`src/hw/rtl/msdw_pkg.sv`:
```
// ---------------------------------------------------------------------------
// msdw_pkg: shared definitions for the multi-slot deadline watchdog
// Operation codes, field widths and default slot count.
// ---------------------------------------------------------------------------
package msdw_pkg;

    localparam int OP_W       = 2;
    localparam int SLOT_W     = 3;
    localparam int TIME_W     = 32;
    localparam int MASK_BITS  = 8;

    localparam int DEFAULT_SLOTS = 8;

    // Packed stream widths, rounded up to whole bytes
    localparam int IN_BITS    = OP_W + SLOT_W + TIME_W + TIME_W;
    localparam int S_DATA_W   = ((IN_BITS + 7) / 8) * 8;
    localparam int M_DATA_W   = ((2 * MASK_BITS + 7) / 8) * 8;

    localparam logic [OP_W-1:0] OP_REGISTER = 2'd0;
    localparam logic [OP_W-1:0] OP_KICK     = 2'd1;
    localparam logic [OP_W-1:0] OP_CHECK    = 2'd2;

endpackage

```
`src/hw/rtl/msdw_miss_unit.sv`:
```
// ---------------------------------------------------------------------------
// msdw_miss_unit: shared subtract-compare unit
// Computes elapsed time since the last kick, modulo 2^32, and flags a miss
// when it exceeds the deadline on a used, alive slot.
// ---------------------------------------------------------------------------
module msdw_miss_unit (
    input  logic [msdw_pkg::TIME_W-1:0] now_ms,
    input  logic [msdw_pkg::TIME_W-1:0] last_kick,
    input  logic [msdw_pkg::TIME_W-1:0] deadline,
    input  logic                        used,
    input  logic                        alive,
    output logic                        miss
);
    import msdw_pkg::*;

    logic [TIME_W-1:0] elapsed;

    assign elapsed = now_ms - last_kick;
    assign miss    = used && alive && (elapsed > deadline);

endmodule

```
`src/hw/rtl/multi_slot_deadline_watchdog.sv`:
```
// ---------------------------------------------------------------------------
// multi_slot_deadline_watchdog: table of software watchdog slots
// Register, kick and check operations over SLOTS deadline slots.
// ---------------------------------------------------------------------------
// Usage:
//   s_axis carries one operation per transaction: register a slot (store its
//   deadline, stamp now_ms, set alive), kick a slot (stamp now_ms, set alive)
//   or check all slots. Register and kick complete in the accepting cycle and
//   return nothing; a slot index not below SLOTS, or op code three, is
//   dropped.
//   A check walks the slots one per cycle through a single subtract-compare
//   unit, so it occupies the block from its acceptance through the walk and
//   until the result is loaded into the output register; s_axis_tready is
//   low meanwhile. The result (newly missed mask, alive mask) then sits on
//   m_axis until taken. If the receiver stalls, further register and kick
//   transactions are still accepted; a new check walks but holds its result
//   in the final step until the output register frees.
//   Reset clears all used, alive and last-kick state and empties the output.
// ---------------------------------------------------------------------------
module multi_slot_deadline_watchdog #(
    parameter int SLOTS = msdw_pkg::DEFAULT_SLOTS
) (
    input  logic                          aclk,
    input  logic                          aresetn,
    // tdata: op[1:0], slot[4:2], deadline[36:5], now_ms[68:37], zero fill
    input  logic [msdw_pkg::S_DATA_W-1:0] s_axis_tdata,
    input  logic                          s_axis_tvalid,
    output logic                          s_axis_tready,
    // tdata: newly_missed[7:0], alive_mask[15:8]
    output logic [msdw_pkg::M_DATA_W-1:0] m_axis_tdata,
    output logic                          m_axis_tvalid,
    input  logic                          m_axis_tready
);
    import msdw_pkg::*;

    localparam int IDX_W = (SLOTS > 1) ? $clog2(SLOTS) : 1;
    localparam logic [IDX_W-1:0] LAST_IDX = IDX_W'(SLOTS - 1);

    localparam logic [1:0] ST_IDLE  = 2'd0;
    localparam logic [1:0] ST_WALK  = 2'd1;
    localparam logic [1:0] ST_FLUSH = 2'd2;

    // Input field unpack
    logic [OP_W-1:0]   in_op;
    logic [SLOT_W-1:0] in_slot;
    logic [TIME_W-1:0] in_deadline;
    logic [TIME_W-1:0] in_now;

    assign in_op       = s_axis_tdata[OP_W-1:0];
    assign in_slot     = s_axis_tdata[OP_W+SLOT_W-1:OP_W];
    assign in_deadline = s_axis_tdata[OP_W+SLOT_W+TIME_W-1:OP_W+SLOT_W];
    assign in_now      = s_axis_tdata[OP_W+SLOT_W+2*TIME_W-1:OP_W+SLOT_W+TIME_W];

    // Slot table
    logic [SLOTS-1:0]  used_reg;
    logic [SLOTS-1:0]  alive_reg;
    logic [TIME_W-1:0] deadline_reg  [SLOTS];
    logic [TIME_W-1:0] last_kick_reg [SLOTS];

    // Sequencer
    logic [1:0]           state_reg, state_next;
    logic [IDX_W-1:0]     idx_reg, idx_next;
    logic [TIME_W-1:0]    now_reg;
    logic [MASK_BITS-1:0] missed_reg, missed_next;

    // Output register
    logic                 m_valid_reg;
    logic [M_DATA_W-1:0]  m_data_reg;

    logic in_fire;
    logic out_free;
    logic miss;
    logic clear_alive;

    assign s_axis_tready = (state_reg == ST_IDLE);
    assign in_fire       = s_axis_tvalid && s_axis_tready;
    assign out_free      = !m_valid_reg || m_axis_tready;

    msdw_miss_unit u_miss (
        .now_ms    (now_reg),
        .last_kick (last_kick_reg[idx_reg]),
        .deadline  (deadline_reg[idx_reg]),
        .used      (used_reg[idx_reg]),
        .alive     (alive_reg[idx_reg]),
        .miss      (miss)
    );

    assign clear_alive = (state_reg == ST_WALK) && miss;

    always_comb begin
        state_next  = state_reg;
        idx_next    = idx_reg;
        missed_next = missed_reg;
        case (state_reg)
            ST_IDLE: begin
                if (in_fire && in_op == OP_CHECK) begin
                    state_next  = ST_WALK;
                    idx_next    = '0;
                    missed_next = '0;
                end
            end
            ST_WALK: begin
                for (int j = 0; j < MASK_BITS; j++) begin
                    if (j < SLOTS && idx_reg == IDX_W'(j) && miss) begin
                        missed_next[j] = 1'b1;
                    end
                end
                if (idx_reg == LAST_IDX) begin
                    state_next = ST_FLUSH;
                end else begin
                    idx_next = idx_reg + 1'b1;
                end
            end
            ST_FLUSH: begin
                if (out_free) begin
                    state_next = ST_IDLE;
                end
            end
            default: begin
                state_next = ST_IDLE;
            end
        endcase
    end

    always_ff @(posedge aclk) begin
        if (!aresetn) begin
            state_reg  <= ST_IDLE;
            idx_reg    <= '0;
            missed_reg <= '0;
        end else begin
            state_reg  <= state_next;
            idx_reg    <= idx_next;
            missed_reg <= missed_next;
        end
    end

    always_ff @(posedge aclk) begin
        if (in_fire && in_op == OP_CHECK) begin
            now_reg <= in_now;
        end
    end

    // Table update: register/kick writes in idle, alive clears while walking
    always_ff @(posedge aclk) begin
        if (!aresetn) begin
            used_reg  <= '0;
            alive_reg <= '0;
            for (int i = 0; i < SLOTS; i++) begin
                last_kick_reg[i] <= '0;
            end
        end else begin
            for (int i = 0; i < SLOTS; i++) begin
                if (in_fire && i < (1 << SLOT_W) && in_slot == SLOT_W'(i)
                        && (in_op == OP_REGISTER || in_op == OP_KICK)) begin
                    last_kick_reg[i] <= in_now;
                    alive_reg[i]     <= 1'b1;
                    if (in_op == OP_REGISTER) begin
                        used_reg[i] <= 1'b1;
                    end
                end
                if (clear_alive && idx_reg == IDX_W'(i)) begin
                    alive_reg[i] <= 1'b0;
                end
            end
        end
    end

    always_ff @(posedge aclk) begin
        for (int i = 0; i < SLOTS; i++) begin
            if (in_fire && in_op == OP_REGISTER && i < (1 << SLOT_W)
                    && in_slot == SLOT_W'(i)) begin
                deadline_reg[i] <= in_deadline;
            end
        end
    end

    // Output register
    logic [MASK_BITS-1:0] alive_out;

    always_comb begin
        alive_out = '0;
        for (int j = 0; j < MASK_BITS; j++) begin
            if (j < SLOTS) begin
                alive_out[j] = alive_reg[j];
            end
        end
    end

    always_ff @(posedge aclk) begin
        if (!aresetn) begin
            m_valid_reg <= 1'b0;
        end else if (state_reg == ST_FLUSH && out_free) begin
            m_valid_reg <= 1'b1;
        end else if (m_axis_tready) begin
            m_valid_reg <= 1'b0;
        end
    end

    always_ff @(posedge aclk) begin
        if (state_reg == ST_FLUSH && out_free) begin
            m_data_reg <= M_DATA_W'({alive_out, missed_reg});
        end
    end

    assign m_axis_tvalid = m_valid_reg;
    assign m_axis_tdata  = m_data_reg;

endmodule
```
`config.mk`:
```
export PLATFORM = sky130hd
export DESIGN_NAME = multi_slot_deadline_watchdog
export DESIGN_NICKNAME = d
export VERILOG_FILES = /design/src/hw/rtl/msdw_pkg.sv /design/src/hw/rtl/msdw_miss_unit.sv /design/src/hw/rtl/multi_slot_deadline_watchdog.sv
export SDC_FILE = /design/constraint.sdc
export NUM_CORES = 1
export LEC_CHECK = 0
export BUFFER_PORTS_ARGS = -buffer_cell sky130_fd_sc_hd__buf_2
export CAP_MARGIN = 5
export CORE_UTILIZATION = 31
export DETAILED_ROUTE_END_ITERATION = 10
export PLACE_DENSITY = 0.42
export SYNTH_ARGS = -nofsm -noshare
export SYNTH_HDL_FRONTEND = slang
export SYNTH_SLANG_ARGS = --single-unit
```
`constraint.sdc`:
```
create_clock -name aclk -period 13.4 [get_ports aclk]
set_input_delay 2.68 -clock aclk [delete_from_list [all_inputs] [get_ports aclk]]
set_output_delay 2.68 -clock aclk [all_outputs]
set_load 0.02 [all_outputs]
```
== After elaboration in Yosys (flattened, before gate mapping) ==
Memories as Yosys holds them, arrays and structs flattened. A register that Yosys moved wholly into a read port is not among the register bits.
Index checks and enable logic that the tools add are counted.
Storage, ports and cells
  input port bits: 76
  memories: 2
  register bits after elaboration: 78
  RAM bits: 512
Operators by class
  add/subtract/negate cells: 2
  magnitude comparators: 2
  equal/unequal tests: 30
  reduce and logical (&&, ||, !) cells: 89
  bitwise logic cells: 9
  muxes and demuxes: 97
Memory list
  deadline_reg: words 8, bits a word 32, rd ports 1, clocked after memory_dff 1, wr ports 1, line multi_slot_deadline_watchdog.sv:57  | logic [TIME_W-1:0] deadline_reg [SLOTS];
  last_kick_reg: words 8, bits a word 32, rd ports 1, clocked after memory_dff 1, wr ports 8, line multi_slot_deadline_watchdog.sv:58  | logic [TIME_W-1:0] last_kick_reg [SLOTS];
Operator list (number)
  $mux 32: 15
  $reduce_or 32->1: 7
  $mux 1: 60
  $logic_and 1x1->1: 47
  $mux 3: 13
  $gt 32x32->1: 1
  $sub 32x32->32: 1
  $reduce_and 3->1: 10
  $eq 3x3->1 const B: 8
  $ne 2x1->1 const B: 10
  $pmux 8 s2: 1
  $reduce_and 2->1: 8
  $reduce_or 2->1: 8
  $eq 3x2->1 const B: 4
  $mux 8: 1
  $or 1x1->1: 8
  $bmux 1 s3: 2
  $eq 3x1->1 const B: 2
  $logic_not 3->1: 2
  $mux 2: 3
  $pmux 2 s3: 1
  $pmux 3 s2: 1
  $eq 2x1->1 const B: 2
  $eq 2x2->1 const B: 2
  other kinds (8): 12

== Logic depth before layout (Yosys ltp) ==
Gate-level depths: netlist (run 1).
  depth after elaboration: 14
  mapped depth: 25
  depth with buffers taken out: 22

== By module ==
Synthesis (run 1) repeated with hierarchy kept, for this count alone.
Unflattened totals
  cell total of the unflattened synthesis: 1622
  area total of the unflattened synthesis: 26228.9 µm²
Modules (own cells, without submodules)
  multi_slot_deadline_watchdog: area each 23622.7 µm², instances 1, sequential area each 17476.8 µm², cells an instance 1241
  msdw_miss_unit: area each 2606.2 µm², instances 1, sequential area each 0.0 µm², cells an instance 381

== Worst setup path before layout (run 1) ==
Ideal clock, no wire load.
  path type: flip-flop to flip-flop
  start: register with a tool-made name
  end: register alive_reg[0] (netlist: alive_out[0])
  required time: 13319 ps
  cell stages (with the launch flop): 24
  data arrival time: 5452 ps
  path slack: 7867 ps
  cells stage by stage: dfxtp_1 > clkbuf_1 > buf_2 > buf_2 > mux4_2 > mux2i_1 > ha_1 > a21o_1 > a21o_1 > a41oi_2 > o21bai_2 > a211o_1 > a31oi_4 > nor4bb_1 > a311o_1 > ha_1 > nand2_1 > nor2_1 > nand4_1 > or3_1 > o21ai_0 > a21oi_1 > clkbuf_1 > a41oi_1
RTL lines
  to (signal assigned): line multi_slot_deadline_watchdog.sv:147  | alive_reg <= '0;
  to (signal, indexed assignment): line multi_slot_deadline_watchdog.sv:156  | alive_reg[i] <= 1'b1;
  to (signal, indexed assignment): line multi_slot_deadline_watchdog.sv:162  | alive_reg[i] <= 1'b0;
  to (decl): line multi_slot_deadline_watchdog.sv:56  | logic [SLOTS-1:0] alive_reg;

==> summary.txt, run 1 <==
Power and ir drop
  • Comb pwr share: 0.076
  • Worst vdd ir: 0.0000745 V
  • Clock share of power: 0.418
  • Net Sw Frac: 0.231
  • Internal power component: 3.18 mW
  • Sequential share of power: 0.506
  • Pwr dens: 142 nW/um^2
  • Psw: 0.954 mW
  • LEAKAGE: 9.84 nW
  • Tot Pwr: 4.13 mW

CTS
  • CTS tree: done
  • Worst-skew pair later-pin latency: 620 ps
  • Hold buffer count at cts: 0
  • Clock tree buffer depth: 3
  • CTS sink cnt: 593
  • Reg clk slew, reported paths: 60 ps
  • Setup Buffers After CTS: 0
  • CTS buffer count: 67
  • H-tree depth: 3
  • Root Buffer: clkbuf_16
  • Cts repair resizes: 0

GRT
  • GRT Overall Usage: 0.165
  • Vias in the first global route: 14308
  • First-pass GRT wire length: 98.0 mm
  • Initial antenna violation count: 4
  • Total gr overflow: 0
  • Largest net degree at the start of global routing: 52

Route
  • Routed vias: 13545
  • Via density: 4.89
  • Drt drc: 0
  • Final ANT Viol Nets: 0
  • WL per Instance: 24.1 um
  • 1st-iter DRT viols: 869
  • Post-Route WL: 66.7 mm
  • TritonRoute pass-1 iters: 5

Die
  • Starting Density: 0.313
  • Std cell rows: 104
  • Core ar.: 80500 sq um
  • Die ar.: 82500 sq um
  • Die width: 287 um
  • Die Height: 287 um
  • Ports: 94

Synth
  • Yosys cell types: 55
  • Syn_nets: 1675
  • Post-Syn Area: 25200 sq um
  • Mapped Cells: 1528
  • Ys async rst share: 0
  • Yosys warnings: 0
  • Flops & latches, synth: 593
  • Register area share after synthesis: 0.693
  • Number of synthesized flops with an enable pin: 560
  • Post-synth top flop: edfxtp_1
  • Synth Area per Inst: 16.5 sq um

Timing
  • Setup TNS: 0 ps
  • Fmax achieved: 0.146 GHz
  • Final hold viol count: 0
  • Final worst setup slack: 6560 ps
  • Worst-margin pin slew: 896 ps
  • Min Clock Period, post-route: 6840 ps
  • Final setup fails: 0
  • Final worst path period share: 0.511
  • Layout Skew: 26.2 ps
  • Relative slew slack: 0.403
  • RSZ-0062 raised after global routing: no
  • Final number of max-transition violations: 0

Final layout
  • Final Util: 0.362
  • FILL cells: 7644
  • NumNets Final: 1801
  • Synth-to-Final Area Change: 15.5%
  • Share of layout cells above drive strength 1: 0.221
  • Post-route insts no fill: 2768

Critical path
  • Slowest cell on crit path: dfxtp_4
  • Worst EP arrival: 7300 ps
  • Crit-path cells: buf_4, mux4_2, mux2i_1, ha_1, nor2b_1, o31ai_1, a31oi_1, a311oi_2, o31ai_1, o21ba_2, a31oi_1, xnor2_1, ha_1, and3_1, nand4_1, or3_1, o21bai_1, a41oi_1
  • Crit Path Class: reg -> reg
  • Crit start category: flop
  • R2R cell count: 18
  • Worst-path fanout max: 33
  • FF-to-FF End: alive_out[4]
  • Crit end category: flop
  • CP peak stage delay: 760 ps
  • R2r setup slk: 6560 ps
  • CP Data Required Time: 13860 ps

Placement
  • Port Buf Inserts: 90
  • Final Wtd Congestion: 0.747
  • Placed cells: 2645
  • Dpl hpwl: 38.6 mm
  • Pre-CTS WS: 6490 ps

Worst hold path
  • Min-Delay Startpoint: missed_reg[6]
  • Hold Path Cell Cnt: 0
  • Hold Path End: m_axis_tdata[6]
  • Path type of the worst min-delay path: reg -> reg

Status
  • Outcome: finished clean

Job
  • Max Cap Viol: 0
-- worst max-delay path by stage --
stage	slack, ps	end	startpoint
finish	6560	alive_out[4]	flop
global route	6070	alive_out[1]	flop
CTS	6470	alive_out[1]	flop
detailed placement	6490	alive_out[5]	flop
global placement	6520	alive_out[0]	flop
floorplan	7870	alive_out[0]	flop
-- through the flow --
step	hold WS, ps	area [sq um]
floorplan	408	25200
global placement	421	27100
detailed placement	424	27100
CTS	438	29100
global route	442	29100
finish	433	29100
-- logic make-up after synthesis --
family                   synth area share
adder cells (fa/ha/maj)            0.0355
multiplexers                        0.141
XOR/XNOR                          0.00973
flip-flops                          0.693
AND/OR/NAND/NOR                    0.0635
buffers and inverters              0.0181
AO/OA/AOI/OAI                      0.0394
-- critical path, delay by kind of cell, from the launching register on --
kind	cells	cell delay, ps
and+or+nand+nor	4	900
xor gates and xnor gates	1	140
adders and majority gates	2	560
DFF	1	760
muxes	2	830
AOI/OAI and AO/OA	8	2730
buffers and inverters	1	720
-- cell usage after synthesis, types with 4 or more instances --
cell      instances  share of area
a21o_1           15         0.0045
a21oi_1          29         0.0058
a31oi_1           9         0.0022
a41oi_1           5         0.0017
and2_1            5         0.0012
buf_1             5        0.00074
buf_2            11         0.0022
clkbuf_1         51         0.0076
dfxtp_1          33          0.026
edfxtp_1        560           0.67
ha_1             70          0.035
inv_1            51         0.0076
mux2i_1          64          0.025
mux4_2          128           0.11
nand2_1          77          0.011
nand2b_1          7         0.0017
nand3_1          21         0.0042
nand4_1          11         0.0027
nor2_1          224          0.033
nor2b_1          15         0.0037
nor3_1            4        0.00079
o211ai_1          8         0.0024
o21a_1           15         0.0045
o21ai_0          36         0.0071
o21bai_1          5         0.0015
xnor2_1          19         0.0066
xor2_1            9         0.0031
-- cells in the final DEF (no fill, tap or decap), types with 8 or more instances in the layout --
cell / count
a21o_1: 15
a21oi_1: 29
a31oi_1: 9
buf_2: 90
buf_4: 34
clkbuf_1: 22
clkbuf_16: 70
clkinv_1: 9
clkinv_2: 9
dfxtp_1: 30
edfxtp_1: 560
ha_1: 70
inv_1: 51
mux2i_1: 64
mux4_2: 128
nand2_1: 64
nand2_2: 13
nand3_1: 20
nand4_1: 11
nor2_1: 216
nor2_4: 8
nor2b_1: 15
o211ai_1: 8
o21a_1: 15
o21ai_0: 36
xnor2_1: 19
xor2_1: 9
-- layout make-up --
type | count | area [sq um] | share of cell area
timing repair buffer | 124 | 706 | 0.0242
clock buffer | 92 | 1830 | 0.0630
antenna | 2 | 5.00 | 0.000172
multi-input combinational | 817 | 7380 | 0.253
inverter | 51 | 191 | 0.00657
sequential | 593 | 17500 | 0.600
tap | 1060 | 1330 | 0.0455
clock inverter | 29 | 199 | 0.00683
-- routing by layer --
metal	up-vias	wire, um	track usage
met3	98	2820	0.0241
met4	4	1540	0.0528
met2	274	31600	0.268
met1	7003	30700	0.228
met5	-	27	0
li1	6166	-	-
-- power groups by stage --
stage | logic (mW) | clock network, mW | registers, mW
final | 0.314 | 1.73 | 2.09
after floorplan | 0.204 | 0 | 2.12
after global routing | 0.349 | 1.84 | 2.09
after CTS | 0.321 | 1.78 | 2.09
after detailed placement | 0.320 | 0 | 2.13
after global placement | 0.318 | 0 | 2.13
Power figures use the tool's default switching activity.
==> run 2, diff against run 1 <==
Settings changed: ABC_AREA set to 1, PLACE_DENSITY 0.42 to 0.43.
Clock period 13.4 ns to 5.75 ns, I/O delays scaled along.
==> run 2 against run 1 <==
Global-route usage up 1.8 points. Final area up 3.6%. Clock-buffer cell count up 1. Largest cell class unchanged.
==> summary.txt, run 2 <==
GRT
  • Vias in the first global route: 17985
  • Initial antenna violation count: 13
  • Largest net degree at the start of global routing: 129
  • Total gr overflow: 0
  • First-pass GRT wire length: 116 mm
  • GRT Overall Usage: 0.183

Route
  • 1st-iter DRT viols: 1189
  • Final ANT Viol Nets: 0
  • Routed vias: 17827
  • WL per Instance: 22.0 um
  • Post-Route WL: 78.1 mm
  • Via density: 5.04
  • Drt drc: 0
  • TritonRoute pass-1 iters: 5

Final layout
  • Post-route insts no fill: 3540
  • Share of layout cells above drive strength 1: 0.115
  • Synth-to-Final Area Change: 15.3%
  • Most common cell after layout, fill and taps aside: edfxtp_1
  • Final non-filler cell area: 30200 sq um
  • Final Util: 0.361
  • NumNets Final: 2553
  • Most frequent cells in the layout: edfxtp_1 (560), nor2_1 (526), o21ai_0 (318)

CTS
  • Worst-skew pair later-pin latency: 600 ps
  • Setup Buffers After CTS: 0
  • Root Buffer: clkbuf_16
  • CTS buffer count: 68
  • CTS tree: done
  • Reg clk slew, reported paths: 60 ps
  • Cts repair resizes: 0
  • H-tree depth: 3
  • Clock tree buffer depth: 3
  • CTS sink cnt: 593
  • Hold buffer count at cts: 0

Critical path
  • Crit Path Class: reg -> reg
  • CP bufs+invs: 3
  • Slowest cell on crit path: dfxtp_4
  • Worst-path fanout max: 81
  • CP peak stage delay: 440 ps
  • Family with the most delay on the worst path: simple AND/OR/NAND/NOR gates
  • Crit end category: flop
  • Crit start category: flop
  • CP Data Required Time: 6210 ps
  • Worst EP arrival: 5270 ps
  • Cell repeated most along the worst path: nand2_1

Placement
  • Cell Area, Placed: 27900 sq um
  • Port Buf Inserts: 90
  • Final Wtd Congestion: 0.900
  • Dpl hpwl: 48.1 mm
  • Pre-CTS WS: 938 ps
  • Placed cells: 3416

Synth
  • Yosys warnings: 0
  • Mapped Cells: 2315
  • Top-count cell post-synth: edfxtp_1
  • Flops & latches, synth: 593
  • Synth area leader: edfxtp_1
  • Syn_nets: 2462
  • Yosys cell types: 39
  • Yosys top cell area share: 0.643
  • Ranking of synthesized cells by area: edfxtp_1 (64%), nor2_1 (7.6%), o21ai_0 (6.1%)
  • Synth Area per Inst: 11.3 sq um
  • Ys async rst share: 0
  • Most frequent cells after synthesis: edfxtp_1 (560), nor2_1 (529), o21ai_0 (319), nand2_1 (200), inv_1 (124)
  • Number of synthesized flops with an enable pin: 560
  • Post-Syn Area: 26200 sq um
  • Register area share after synthesis: 0.668
  • Post-synth top flop: edfxtp_1

Power and ir drop
  • Worst vdd ir: 0.000187 V
  • Pwr dens: 358 nW/um^2
  • LEAKAGE: 10.9 nW
  • Tot Pwr: 10.8 mW

Timing
  • Final setup fails: 0
  • Worst hold margin: 437 ps
  • Layout Skew: 18.9 ps
  • Final hold viol count: 0
  • Worst-margin pin slew: 970 ps
  • Final number of max-transition violations: 0
  • Min Clock Period, post-route: 4820 ps
  • Relative slew slack: 0.352
  • Final worst setup slack: 932 ps
  • RSZ-0062 raised after global routing: no
  • Fmax achieved: 0.208 GHz
  • Setup TNS: 0 ps
  • Final worst path period share: 0.838

Worst hold path
  • Path type of the worst min-delay path: reg -> reg
  • Min-Delay Startpoint: missed_reg[3]

Die
  • Core ar.: 83600 sq um
  • Die ar.: 85500 sq um
  • Ports: 94
  • Starting Density: 0.313
  • Std cell rows: 106
  • Die width: 292 um
  • Die Height: 292 um

Job
  • Max Cap Viol: 0

Status
  • Outcome: finished clean
==> run 2: cell types whose count changed after synthesis, sizes merged, moves of 40 or more <==
cell and delta:
o21ai +300, inv +80, nand2 +127, o22ai +63, mux4 -128, buf +40
nor2 +316, o221ai +60, mux2i -64
==> run 2: logic make-up after synthesis <==
family,share of synthesized area
simple gates,0.124
flops,0.668
compound gates,0.122
buf+inv,0.0431
fa+ha+maj,0.0342
xor+xnor,0.00804
==> run 2: routing by layer <==
layer  up-vias  share of wire  routed length [um]  track usage
met2       379           0.49               38100        0.312
met1      8881           0.43               33700        0.232
met5         -         0.0012                  93            0
li1       8436              -                   -            -
met3       117          0.054                4220       0.0366
met4        14          0.025                1970       0.0567
==> run 2: worst paths after layout <==
| check | depth (start not counted) | slack (ps) | to |
|---|---|---|---|
| worst max-delay path | 25 | 930 | missed_reg[6] |
| worst min-delay path | 0 | 440 | m_axis_tdata[3] |
| worst max register to register | 25 | 930 | missed_reg[6] |
| worst min register to register | 0 | 440 | m_axis_tdata[3] |
==> run 2: layout make-up <==
cell class	count	area, sq um
Tap cell	1080	1350
Antenna cell	2	5.00
Clock buffer	93	1940
Sequential cell	593	17500
Multi-Input combinational cell	1466	7620
Inverter	131	498
Timing Repair Buffer	146	958
Clock inverter	29	305
Fill cell	8253	53400
==> run 2: power by group <==
group / switching [mW] / total (mW) / leakage (nW) / internal [mW]
Combinational: 1.07 / 1.57 / 4.22 / 0.499
Sequential: 0.0482 / 4.89 / 5.62 / 4.85
Clock: 1.75 / 4.35 / 1.09 / 2.60
